<file path="src/rtl/core/clnb_pkg.sv">
// ----------------------------------------------------------------------------
// clnb_pkg: shared types and constants of the character LCD bus controller
// Item, result, configuration and state records, mode codes and the table of
// command bytes that the power-up sequence sends.
// ----------------------------------------------------------------------------
package clnb_pkg;

  // Request codes carried in the mode field.
  localparam logic [2:0] MODE_INIT   = 3'd0;
  localparam logic [2:0] MODE_CMD    = 3'd1;
  localparam logic [2:0] MODE_DATA   = 3'd2;
  localparam logic [2:0] MODE_MOVE   = 3'd3;
  localparam logic [2:0] MODE_SAMPLE = 3'd4;

  // Configuration register indexes.
  localparam logic [2:0] REG_SETTLE     = 3'd0;
  localparam logic [2:0] REG_PULSE      = 3'd1;
  localparam logic [2:0] REG_POWER_WAIT = 3'd2;
  localparam logic [2:0] REG_INIT_GAP   = 3'd3;
  localparam logic [2:0] REG_MOVE_WAIT  = 3'd4;

  // Reset values of the timing registers, in microseconds.
  localparam logic [7:0]  SETTLE_RST     = 8'd20;
  localparam logic [7:0]  PULSE_RST      = 8'd20;
  localparam logic [15:0] POWER_WAIT_RST = 16'd50000;
  localparam logic [15:0] INIT_GAP_RST   = 16'd15000;
  localparam logic [7:0]  MOVE_WAIT_RST  = 8'd50;

  // Phase counter: the longest request, init, has seventeen phases.
  localparam int unsigned  PHASE_W         = 5;
  localparam logic [4:0]   INIT_LAST_PHASE = 5'd16;
  localparam logic [4:0]   INIT_BYTE_BASE  = 5'd5;
  localparam logic [3:0]   INIT_NIB_FUNC   = 4'h2;

  typedef struct packed {
    logic [7:0]  settle_us;
    logic [7:0]  pulse_us;
    logic [15:0] power_wait_us;
    logic [15:0] init_gap_us;
    logic [7:0]  move_wait_us;
  } cfg_t;

  typedef struct packed {
    logic [2:0] mode;
    logic [7:0] value;
    logic [5:0] column;
    logic       row;
    logic       busy_req;
  } item_t;

  typedef struct packed {
    logic       awaiting_sample;
    logic [7:0] pending_byte;
    logic       pending_is_data;
    logic       pending_move_wait;
    logic [3:0] held_nibble;
  } state_t;

  typedef struct packed {
    logic        rs;
    logic        rw;
    logic        drive;
    logic [3:0]  nibble;
    logic        strobe_res;
    logic        await_busy;
    logic [15:0] wait_us;
    logic        last;
  } result_t;

  // Command bytes of the power-up sequence after the function-set nibbles.
  function automatic logic [7:0] init_byte(input logic [2:0] idx);
    logic [7:0] b;
    unique case (idx)
      3'd0, 3'd1: b = 8'h28;
      3'd2, 3'd3: b = 8'h0C;
      3'd4:       b = 8'h01;
      3'd5:       b = 8'h06;
      default:    b = 8'h00;
    endcase
    return b;
  endfunction

endpackage

</file>
<file path="src/rtl/core/clnb_regs.sv">
// ----------------------------------------------------------------------------
// clnb_regs: timing registers of the character LCD bus controller
// APB-style register file holding the five bus timing values.
// ----------------------------------------------------------------------------
module clnb_regs
  import clnb_pkg::*;
(
  input  logic        clk,
  input  logic        rst_n,
  input  logic        psel,
  input  logic        penable,
  input  logic        pwrite,
  input  logic [4:0]  paddr,
  input  logic [31:0] pwdata,
  output logic [31:0] prdata,
  output logic        pready,
  output cfg_t        cfg
);

  cfg_t       cfg_r;
  logic [2:0] idx;
  logic       wr_en;

  assign idx    = paddr[4:2];
  assign pready = 1'b1;
  assign wr_en  = psel & penable & pwrite;
  assign cfg    = cfg_r;

  always_ff @(posedge clk) begin
    if (!rst_n) begin
      cfg_r.settle_us     <= SETTLE_RST;
      cfg_r.pulse_us      <= PULSE_RST;
      cfg_r.power_wait_us <= POWER_WAIT_RST;
      cfg_r.init_gap_us   <= INIT_GAP_RST;
      cfg_r.move_wait_us  <= MOVE_WAIT_RST;
    end else if (wr_en) begin
      unique case (idx)
        REG_SETTLE:     cfg_r.settle_us     <= pwdata[7:0];
        REG_PULSE:      cfg_r.pulse_us      <= pwdata[7:0];
        REG_POWER_WAIT: cfg_r.power_wait_us <= pwdata[15:0];
        REG_INIT_GAP:   cfg_r.init_gap_us   <= pwdata[15:0];
        REG_MOVE_WAIT:  cfg_r.move_wait_us  <= pwdata[7:0];
        default: begin
        end
      endcase
    end
  end

  always_comb begin
    unique case (idx)
      REG_SETTLE:     prdata = {24'd0, cfg_r.settle_us};
      REG_PULSE:      prdata = {24'd0, cfg_r.pulse_us};
      REG_POWER_WAIT: prdata = {16'd0, cfg_r.power_wait_us};
      REG_INIT_GAP:   prdata = {16'd0, cfg_r.init_gap_us};
      REG_MOVE_WAIT:  prdata = {24'd0, cfg_r.move_wait_us};
      default:        prdata = 32'd0;
    endcase
  end

endmodule

</file>
<file path="src/rtl/core/clnb_phase_gen.sv">
// ----------------------------------------------------------------------------
// clnb_phase_gen: bus phase decoder of the character LCD bus controller
// Works out one bus phase from the held request, its phase index, the
// controller state and the timing registers; flags requests to be dropped.
// ----------------------------------------------------------------------------
module clnb_phase_gen
  import clnb_pkg::*;
(
  input  item_t              item,
  input  logic [PHASE_W-1:0] phase,
  input  state_t             state,
  input  cfg_t               cfg,
  output result_t            res,
  output logic               drop
);

  function automatic logic [15:0] sat16(input logic [7:0] a, input logic [15:0] b);
    logic [16:0] s;
    s = {9'd0, a} + {1'b0, b};
    return s[16] ? 16'hFFFF : s[15:0];
  endfunction

  logic [4:0]  init_off;
  logic [7:0]  init_b;
  logic [2:0]  step;
  logic [15:0] lo_extra;

  always_comb begin
    init_off = phase - INIT_BYTE_BASE;
    init_b   = init_byte(init_off[3:1]);
    // Command writes skip the two RS framing phases of a data write.
    step     = phase[2:0];
    if (!state.pending_is_data && phase[2:0] >= 3'd2) begin
      step = phase[2:0] + 3'd1;
    end
    lo_extra = state.pending_move_wait ? {8'd0, cfg.move_wait_us} : 16'd0;

    res            = '0;
    res.nibble     = state.held_nibble;
    drop           = 1'b0;

    unique case (item.mode)
      MODE_INIT: begin
        drop      = state.awaiting_sample;
        res.drive = 1'b1;
        res.last  = (phase == INIT_LAST_PHASE);
        priority if (phase == '0) begin
          res.nibble  = 4'h0;
          res.wait_us = cfg.power_wait_us;
        end else if (phase < 5'd4) begin
          res.nibble     = 4'h0;
          res.strobe_res = 1'b1;
          res.wait_us    = {8'd0, cfg.pulse_us};
        end else if (phase == 5'd4) begin
          res.nibble     = INIT_NIB_FUNC;
          res.strobe_res = 1'b1;
          res.wait_us    = sat16(cfg.pulse_us, cfg.init_gap_us);
        end else begin
          res.strobe_res = 1'b1;
          if (!init_off[0]) begin
            res.nibble  = init_b[7:4];
            res.wait_us = {8'd0, cfg.pulse_us};
          end else begin
            res.nibble  = init_b[3:0];
            res.wait_us = sat16(cfg.pulse_us, cfg.init_gap_us);
          end
        end
      end
      MODE_CMD, MODE_DATA, MODE_MOVE: begin
        // Settle with RW high, then the first read strobe of the busy poll.
        drop           = state.awaiting_sample;
        res.rw         = 1'b1;
        res.strobe_res = phase[0];
        res.await_busy = phase[0];
        res.last       = phase[0];
        res.wait_us    = phase[0] ? {8'd0, cfg.pulse_us} : {8'd0, cfg.settle_us};
      end
      MODE_SAMPLE: begin
        drop = !state.awaiting_sample;
        if (item.busy_req) begin
          res.rw         = 1'b1;
          res.strobe_res = 1'b1;
          res.await_busy = phase[0];
          res.last       = phase[0];
          res.wait_us    = {8'd0, cfg.pulse_us};
        end else begin
          unique case (step)
            3'd0: begin
              res.rw         = 1'b1;
              res.strobe_res = 1'b1;
              res.wait_us    = {8'd0, cfg.pulse_us};
            end
            3'd1: begin
              res.drive   = 1'b1;
              res.wait_us = {8'd0, cfg.settle_us};
            end
            3'd2: begin
              res.rs      = 1'b1;
              res.drive   = 1'b1;
              res.wait_us = {8'd0, cfg.settle_us};
            end
            3'd3: begin
              res.rs         = state.pending_is_data;
              res.drive      = 1'b1;
              res.nibble     = state.pending_byte[7:4];
              res.strobe_res = 1'b1;
              res.wait_us    = {8'd0, cfg.pulse_us};
            end
            3'd4: begin
              res.rs         = state.pending_is_data;
              res.drive      = 1'b1;
              res.nibble     = state.pending_byte[3:0];
              res.strobe_res = 1'b1;
              res.wait_us    = sat16(cfg.pulse_us, lo_extra);
              res.last       = !state.pending_is_data;
            end
            default: begin
              res.drive   = 1'b1;
              res.wait_us = {8'd0, cfg.settle_us};
              res.last    = 1'b1;
            end
          endcase
        end
      end
      default: drop = 1'b1;
    endcase
  end

endmodule

</file>
<file path="src/rtl/core/char_lcd_nibble_bus_controller_unit.sv">
// ----------------------------------------------------------------------------
// char_lcd_nibble_bus_controller_unit: character LCD 4-bit bus controller
// Turns init, command, data, cursor-move and busy-sample requests into a
// stream of bus phases for an HD44780-style display on a 4-bit bus.
// ----------------------------------------------------------------------------
//
//   Channel   Direction  Handshake              Carries
//   in_*      input      in_valid / in_ready    one request (mode and operands)
//   out_*     output     out_valid / out_ready  one bus phase per transfer
//   cfg_*     input      APB-style, pready = 1  five timing registers
//
// A request yields one bus phase per cycle while the output side takes them:
// two phases for command, data, cursor-move and busy-sample-while-busy
// requests, four or six for a sample that finds the display free, seventeen
// for init. A request that is dropped is cleared from the request register
// without emitting a phase. The next request is taken in the cycle in which
// the last phase of the current one enters the output register, so the phase
// sequencer stays busy. Reset is synchronous and clears the control state and
// the timing registers to their power-up values. A stall on out_ready freezes
// the phase counter with the pending phase held in the output register.
//
module char_lcd_nibble_bus_controller_unit
  import clnb_pkg::*;
(
  input  logic        clk,
  input  logic        rst_n,
  // Request channel
  input  logic        in_valid,
  output logic        in_ready,
  input  logic [2:0]  in_mode,
  input  logic [7:0]  in_value,
  input  logic [5:0]  in_column,
  input  logic        in_row,
  input  logic        in_busy_req,
  // Bus phase channel
  output logic        out_valid,
  input  logic        out_ready,
  output logic        out_rs,
  output logic        out_rw,
  output logic        out_drive,
  output logic [3:0]  out_nibble,
  output logic        out_strobe_res,
  output logic        out_await_busy,
  output logic [15:0] out_wait_us,
  output logic        out_last,
  // Configuration port
  input  logic        cfg_psel,
  input  logic        cfg_penable,
  input  logic        cfg_pwrite,
  input  logic [4:0]  cfg_paddr,
  input  logic [31:0] cfg_pwdata,
  output logic [31:0] cfg_prdata,
  output logic        cfg_pready
);

  cfg_t               cfg;
  item_t              item_r;
  logic               item_valid_r;
  logic [PHASE_W-1:0] phase_r;
  state_t             state_r;
  result_t            res;
  result_t            out_r;
  logic               out_valid_r;
  logic               drop;
  logic               advance;
  logic               emit;
  logic               item_done;
  logic               in_take;

  clnb_regs u_regs (
    .clk     (clk),
    .rst_n   (rst_n),
    .psel    (cfg_psel),
    .penable (cfg_penable),
    .pwrite  (cfg_pwrite),
    .paddr   (cfg_paddr),
    .pwdata  (cfg_pwdata),
    .prdata  (cfg_prdata),
    .pready  (cfg_pready),
    .cfg     (cfg)
  );

  clnb_phase_gen u_phase_gen (
    .item  (item_r),
    .phase (phase_r),
    .state (state_r),
    .cfg   (cfg),
    .res   (res),
    .drop  (drop)
  );

  // The output register can take a new phase when it is empty or being read.
  assign advance   = !out_valid_r || out_ready;
  assign emit      = item_valid_r && !drop && advance;
  // The held request is finished when it is dropped or its last phase is emitted.
  assign item_done = item_valid_r && (drop || (advance && res.last));
  assign in_ready  = !item_valid_r || item_done;
  assign in_take   = in_valid && in_ready;

  // Request register and phase counter.
  always_ff @(posedge clk) begin
    if (!rst_n) begin
      item_valid_r <= 1'b0;
      phase_r      <= '0;
    end else begin
      if (in_take) begin
        item_valid_r <= 1'b1;
      end else if (item_done) begin
        item_valid_r <= 1'b0;
      end
      if (item_done) begin
        phase_r <= '0;
      end else if (emit) begin
        phase_r <= phase_r + 1'b1;
      end
    end
  end

  always_ff @(posedge clk) begin
    if (in_take) begin
      item_r.mode     <= in_mode;
      item_r.value    <= in_value;
      item_r.column   <= in_column;
      item_r.row      <= in_row;
      item_r.busy_req <= in_busy_req;
    end
  end

  // Controller state: the data latch follows every emitted phase, the poll
  // bookkeeping changes when a request's last phase is emitted.
  always_ff @(posedge clk) begin
    if (!rst_n) begin
      state_r <= '0;
    end else if (emit) begin
      state_r.held_nibble <= res.nibble;
      if (res.last) begin
        if (item_r.mode == MODE_SAMPLE) begin
          if (!item_r.busy_req) begin
            state_r.awaiting_sample <= 1'b0;
          end
        end else if (item_r.mode != MODE_INIT) begin
          state_r.awaiting_sample   <= 1'b1;
          state_r.pending_is_data   <= (item_r.mode == MODE_DATA);
          state_r.pending_move_wait <= (item_r.mode == MODE_MOVE);
          if (item_r.mode == MODE_MOVE) begin
            state_r.pending_byte <= {1'b1, item_r.row, item_r.column};
          end else begin
            state_r.pending_byte <= item_r.value;
          end
        end
      end
    end
  end

  // Output register.
  always_ff @(posedge clk) begin
    if (!rst_n) begin
      out_valid_r <= 1'b0;
    end else if (emit) begin
      out_valid_r <= 1'b1;
    end else if (out_ready) begin
      out_valid_r <= 1'b0;
    end
  end

  always_ff @(posedge clk) begin
    if (emit) begin
      out_r <= res;
    end
  end

  assign out_valid      = out_valid_r;
  assign out_rs         = out_r.rs;
  assign out_rw         = out_r.rw;
  assign out_drive      = out_r.drive;
  assign out_nibble     = out_r.nibble;
  assign out_strobe_res = out_r.strobe_res;
  assign out_await_busy = out_r.await_busy;
  assign out_wait_us    = out_r.wait_us;
  assign out_last       = out_r.last;

endmodule
</file>
<file path="config.mk">
export PLATFORM = sky130hd
export DESIGN_NAME = char_lcd_nibble_bus_controller_unit
export DESIGN_NICKNAME = d
export VERILOG_FILES = /design/src/rtl/core/clnb_pkg.sv /design/src/rtl/core/clnb_regs.sv /design/src/rtl/core/clnb_phase_gen.sv /design/src/rtl/core/char_lcd_nibble_bus_controller_unit.sv
export SDC_FILE = /design/constraint.sdc
export NUM_CORES = 1
export LEC_CHECK = 0
export BUFFER_PORTS_ARGS = -buffer_cell sky130_fd_sc_hd__buf_2
export CAP_MARGIN = 15
export CORE_UTILIZATION = 41
export CTS_CLUSTER_SIZE = 24
export DETAILED_ROUTE_END_ITERATION = 16
export MAX_ROUTING_LAYER = met4
export PLACE_DENSITY = 0.68
export SYNTH_ARGS = -nofsm -noshare
export SYNTH_HDL_FRONTEND = slang
export SYNTH_SLANG_ARGS = --single-unit
</file>
<file path="constraint.sdc">
create_clock -name clk -period 6.3 [get_ports clk]
set_input_delay 0.63 -clock clk [delete_from_list [all_inputs] [get_ports clk]]
set_output_delay 0.63 -clock clk [all_outputs]
set_load 0.03 [all_outputs]
</file>
==> reports/qor.csv <==
metric,value,unit
status,completed,
DR vias,6353,
core region area,16700,sq um
"commonest non-fill, non-tap cell in the layout",nand2_1,
Die Ht,133,um
Row Count,47,
Crit Path Max Fanout,12,
Comb pwr share,0.093,
PortBufs,88,
Clock Root Buffer,clkbuf_16,
Initial Utilization,0.423,
final setup fails,0,
mapped cell area,7060,sq um
top cell type by total area after synthesis,dfxtp_1,
setup slack at placement,2860,ps
P_sw,0.509,mW
fraction of power consumed by sequential logic,0.441,
Hold WC Path Type,in2reg,
worst vdd ir,0.190,mV
fin util,0.485,
clock slew at reported path FFs,60,ps
fin crit share,0.598,
Post-DRT Antenna Nets,0,
worst-skew pair later-pin latency,430,ps
crit path DAT,3140,ps
detailed placement HPWL,13900,um
post-synth cell types,76,
Crit Path Category,reg2out,
Mapped Cells,796,
via/cell ratio,5.83,
Remaining DRCs,0,
"Design Area, Final",8090,sq um
Avg Inst Size Synth,8.87,sq um
Setup WS post-layout,2530,ps
fraction of layout cells with a size suffix above 1,0.178,
IO Pins,124,
placed insts,1057,
Final Max Tran Viols,0,
Routed WL per cell,18.0,um
gpl congestion,0.941,
Clock Tree Buf Depth,2,
1st-pass router iterations,7,
post_cts resized,0,
CTS buffer count,17,
switch share,0.261,
initial antenna violation count,1,
H-tree Lvls,4,
GRT overflow,0,
non-filler instance count after layout,1090,
Nets,940,
Worst Max-Slew Pin Slew,1130,ps
Final Hold Viols,0,
Post CTS Setup Buffer Count,0,
Final Power,1.95,mW
largest cells by area after synthesis,"dfxtp_1, edfxtp_1, nand2_1",
internal power,1.44,mW
GRT Total Usage,0.230,
clk sinks,123,
skew final,9.06,ps
Period minus WS final,3770,ps
synth warn,0,
pin count of the biggest net entering global routing,42,
"commonest non-fill, non-tap cells in the layout","nand2_1, buf_2, dfxtp_1",
fmax,0.266,GHz
ys async rst share,0,
first-pass GRT wire length,30500,um
#FFs+latches synth,123,
drt initial violations,612,
Area Overhead vs Synth,14.6,%
"EDFF count, synth",45,
setup TNS,0,ps
Power Dens Cells,240,nW/um^2
DRT Wirelength,19600,um
placed inst area,7540,sq um
flop-to-flop setup slack,2800,ps
Min Hold Slack,373,ps
clock power share,0.466,
Critical Path Sink Type,output pin,
worst endpoint required time,5670,ps
vias in the first global route,5617,
slew margin rel.,0.245,
RSZ-0062 raised after global routing,false,
Max Cap Violations,0,
main flop type after synthesis,dfxtp_1,
Die Wd,133,um
Synth top area share,0.221,
sequential cell area fraction in the yosys report,0.413,
die area,17700,sq um
CTS tree,yes,
Leak,3.26,nW
Post-CTS Hold Buffers,0,
Critical Path Start Type,register,
==> path summary, 6_finish.rpt <==
path | startpoint | endpoint | depth (start not counted)
setup / recovery | item_r[17]$_DFFE_PP_ | in_ready | 6
hold / removal | in_value[7] | item_r[15]$_DFFE_PP_ | 1
setup reg to reg | phase_r[0]$_SDFFE_PP0P_ | item_r[7]$_DFFE_PP_ | 8
hold reg to reg | u_regs.cfg[29]$_SDFFE_PN0P_ | u_regs.cfg[29]$_SDFFE_PN0P_ | 2
==> layer usage <==
layer  share of wire  GRT usage  vias up
li1                -          -     3020
met1            0.45      0.298     3060
met2            0.46      0.344      224
met3           0.059     0.0426       49
met4           0.030      0.113        0
met5               0          -        -
==> layout make-up <==
type                            count  area (sq um)
Multi-Input combinational cell    610          3840
Clock inverter                     15           125
Fill cell                        1612          8610
Sequential cell                   123          2910
Inverter                           12          45.0
Clock buffer                       17           425
Antenna cell                        1          2.50
Tap cell                          220           275
Timing Repair Buffer               92           470
==> synthesized netlist by cell type, types with 13 or more instances <==
cell type / instances
and2_1: 16
a21oi_1: 48
clkbuf_1: 34
o22ai_1: 13
nand3_1: 38
o21ai_0: 22
ha_1: 19
buf_4: 17
dfxtp_1: 78
a22oi_1: 22
mux2i_1: 33
edfxtp_1: 45
nand2_1: 123
nor2_1: 64
==> state kept, by name, summed over array words and instances, names as in the netlist, 4 cells and up <==
register	cells
item_r	19
out_nibble	4
out_wait_us	16
phase_r	5
state_r	15
u_regs.cfg	56
==> power by group through the flow <==
stage | sequential [mW] | combinational [mW] | clock [mW]
6_report | 0.858 | 0.181 | 0.908
3_3_place_gp | 0.874 | 0.177 | 0
3_5_place_dp | 0.874 | 0.178 | 0
4_1_cts | 0.857 | 0.179 | 0.923
2_1_floorplan | 0.881 | 0.122 | 0
5_1_grt | 0.860 | 0.193 | 0.954
==> critical path: stages, from the launching register on <==
cell      delay (ps)
edfxtp_1         470
nor2_1           680
nor2_1           360
o21a_1           310
a311o_1          440
a21o_1           250
buf_2            190
==> kinds of logic (layout without fill, tap and decap cells) <==
logic type	count (synthesis)	after routing	synth area share
adder cells (fa/ha/maj)	21	21	0.0393
XOR/XNOR	20	20	0.0248
AND/OR/NAND/NOR	307	307	0.206
other	2	18	0.00106
flip-flops	123	123	0.413
AO/OA/AOI/OAI	200	200	0.197
buffers and inverters	78	136	0.0530
multiplexers	45	45	0.0659
Note: power is estimated with default switching activity, not from simulation.
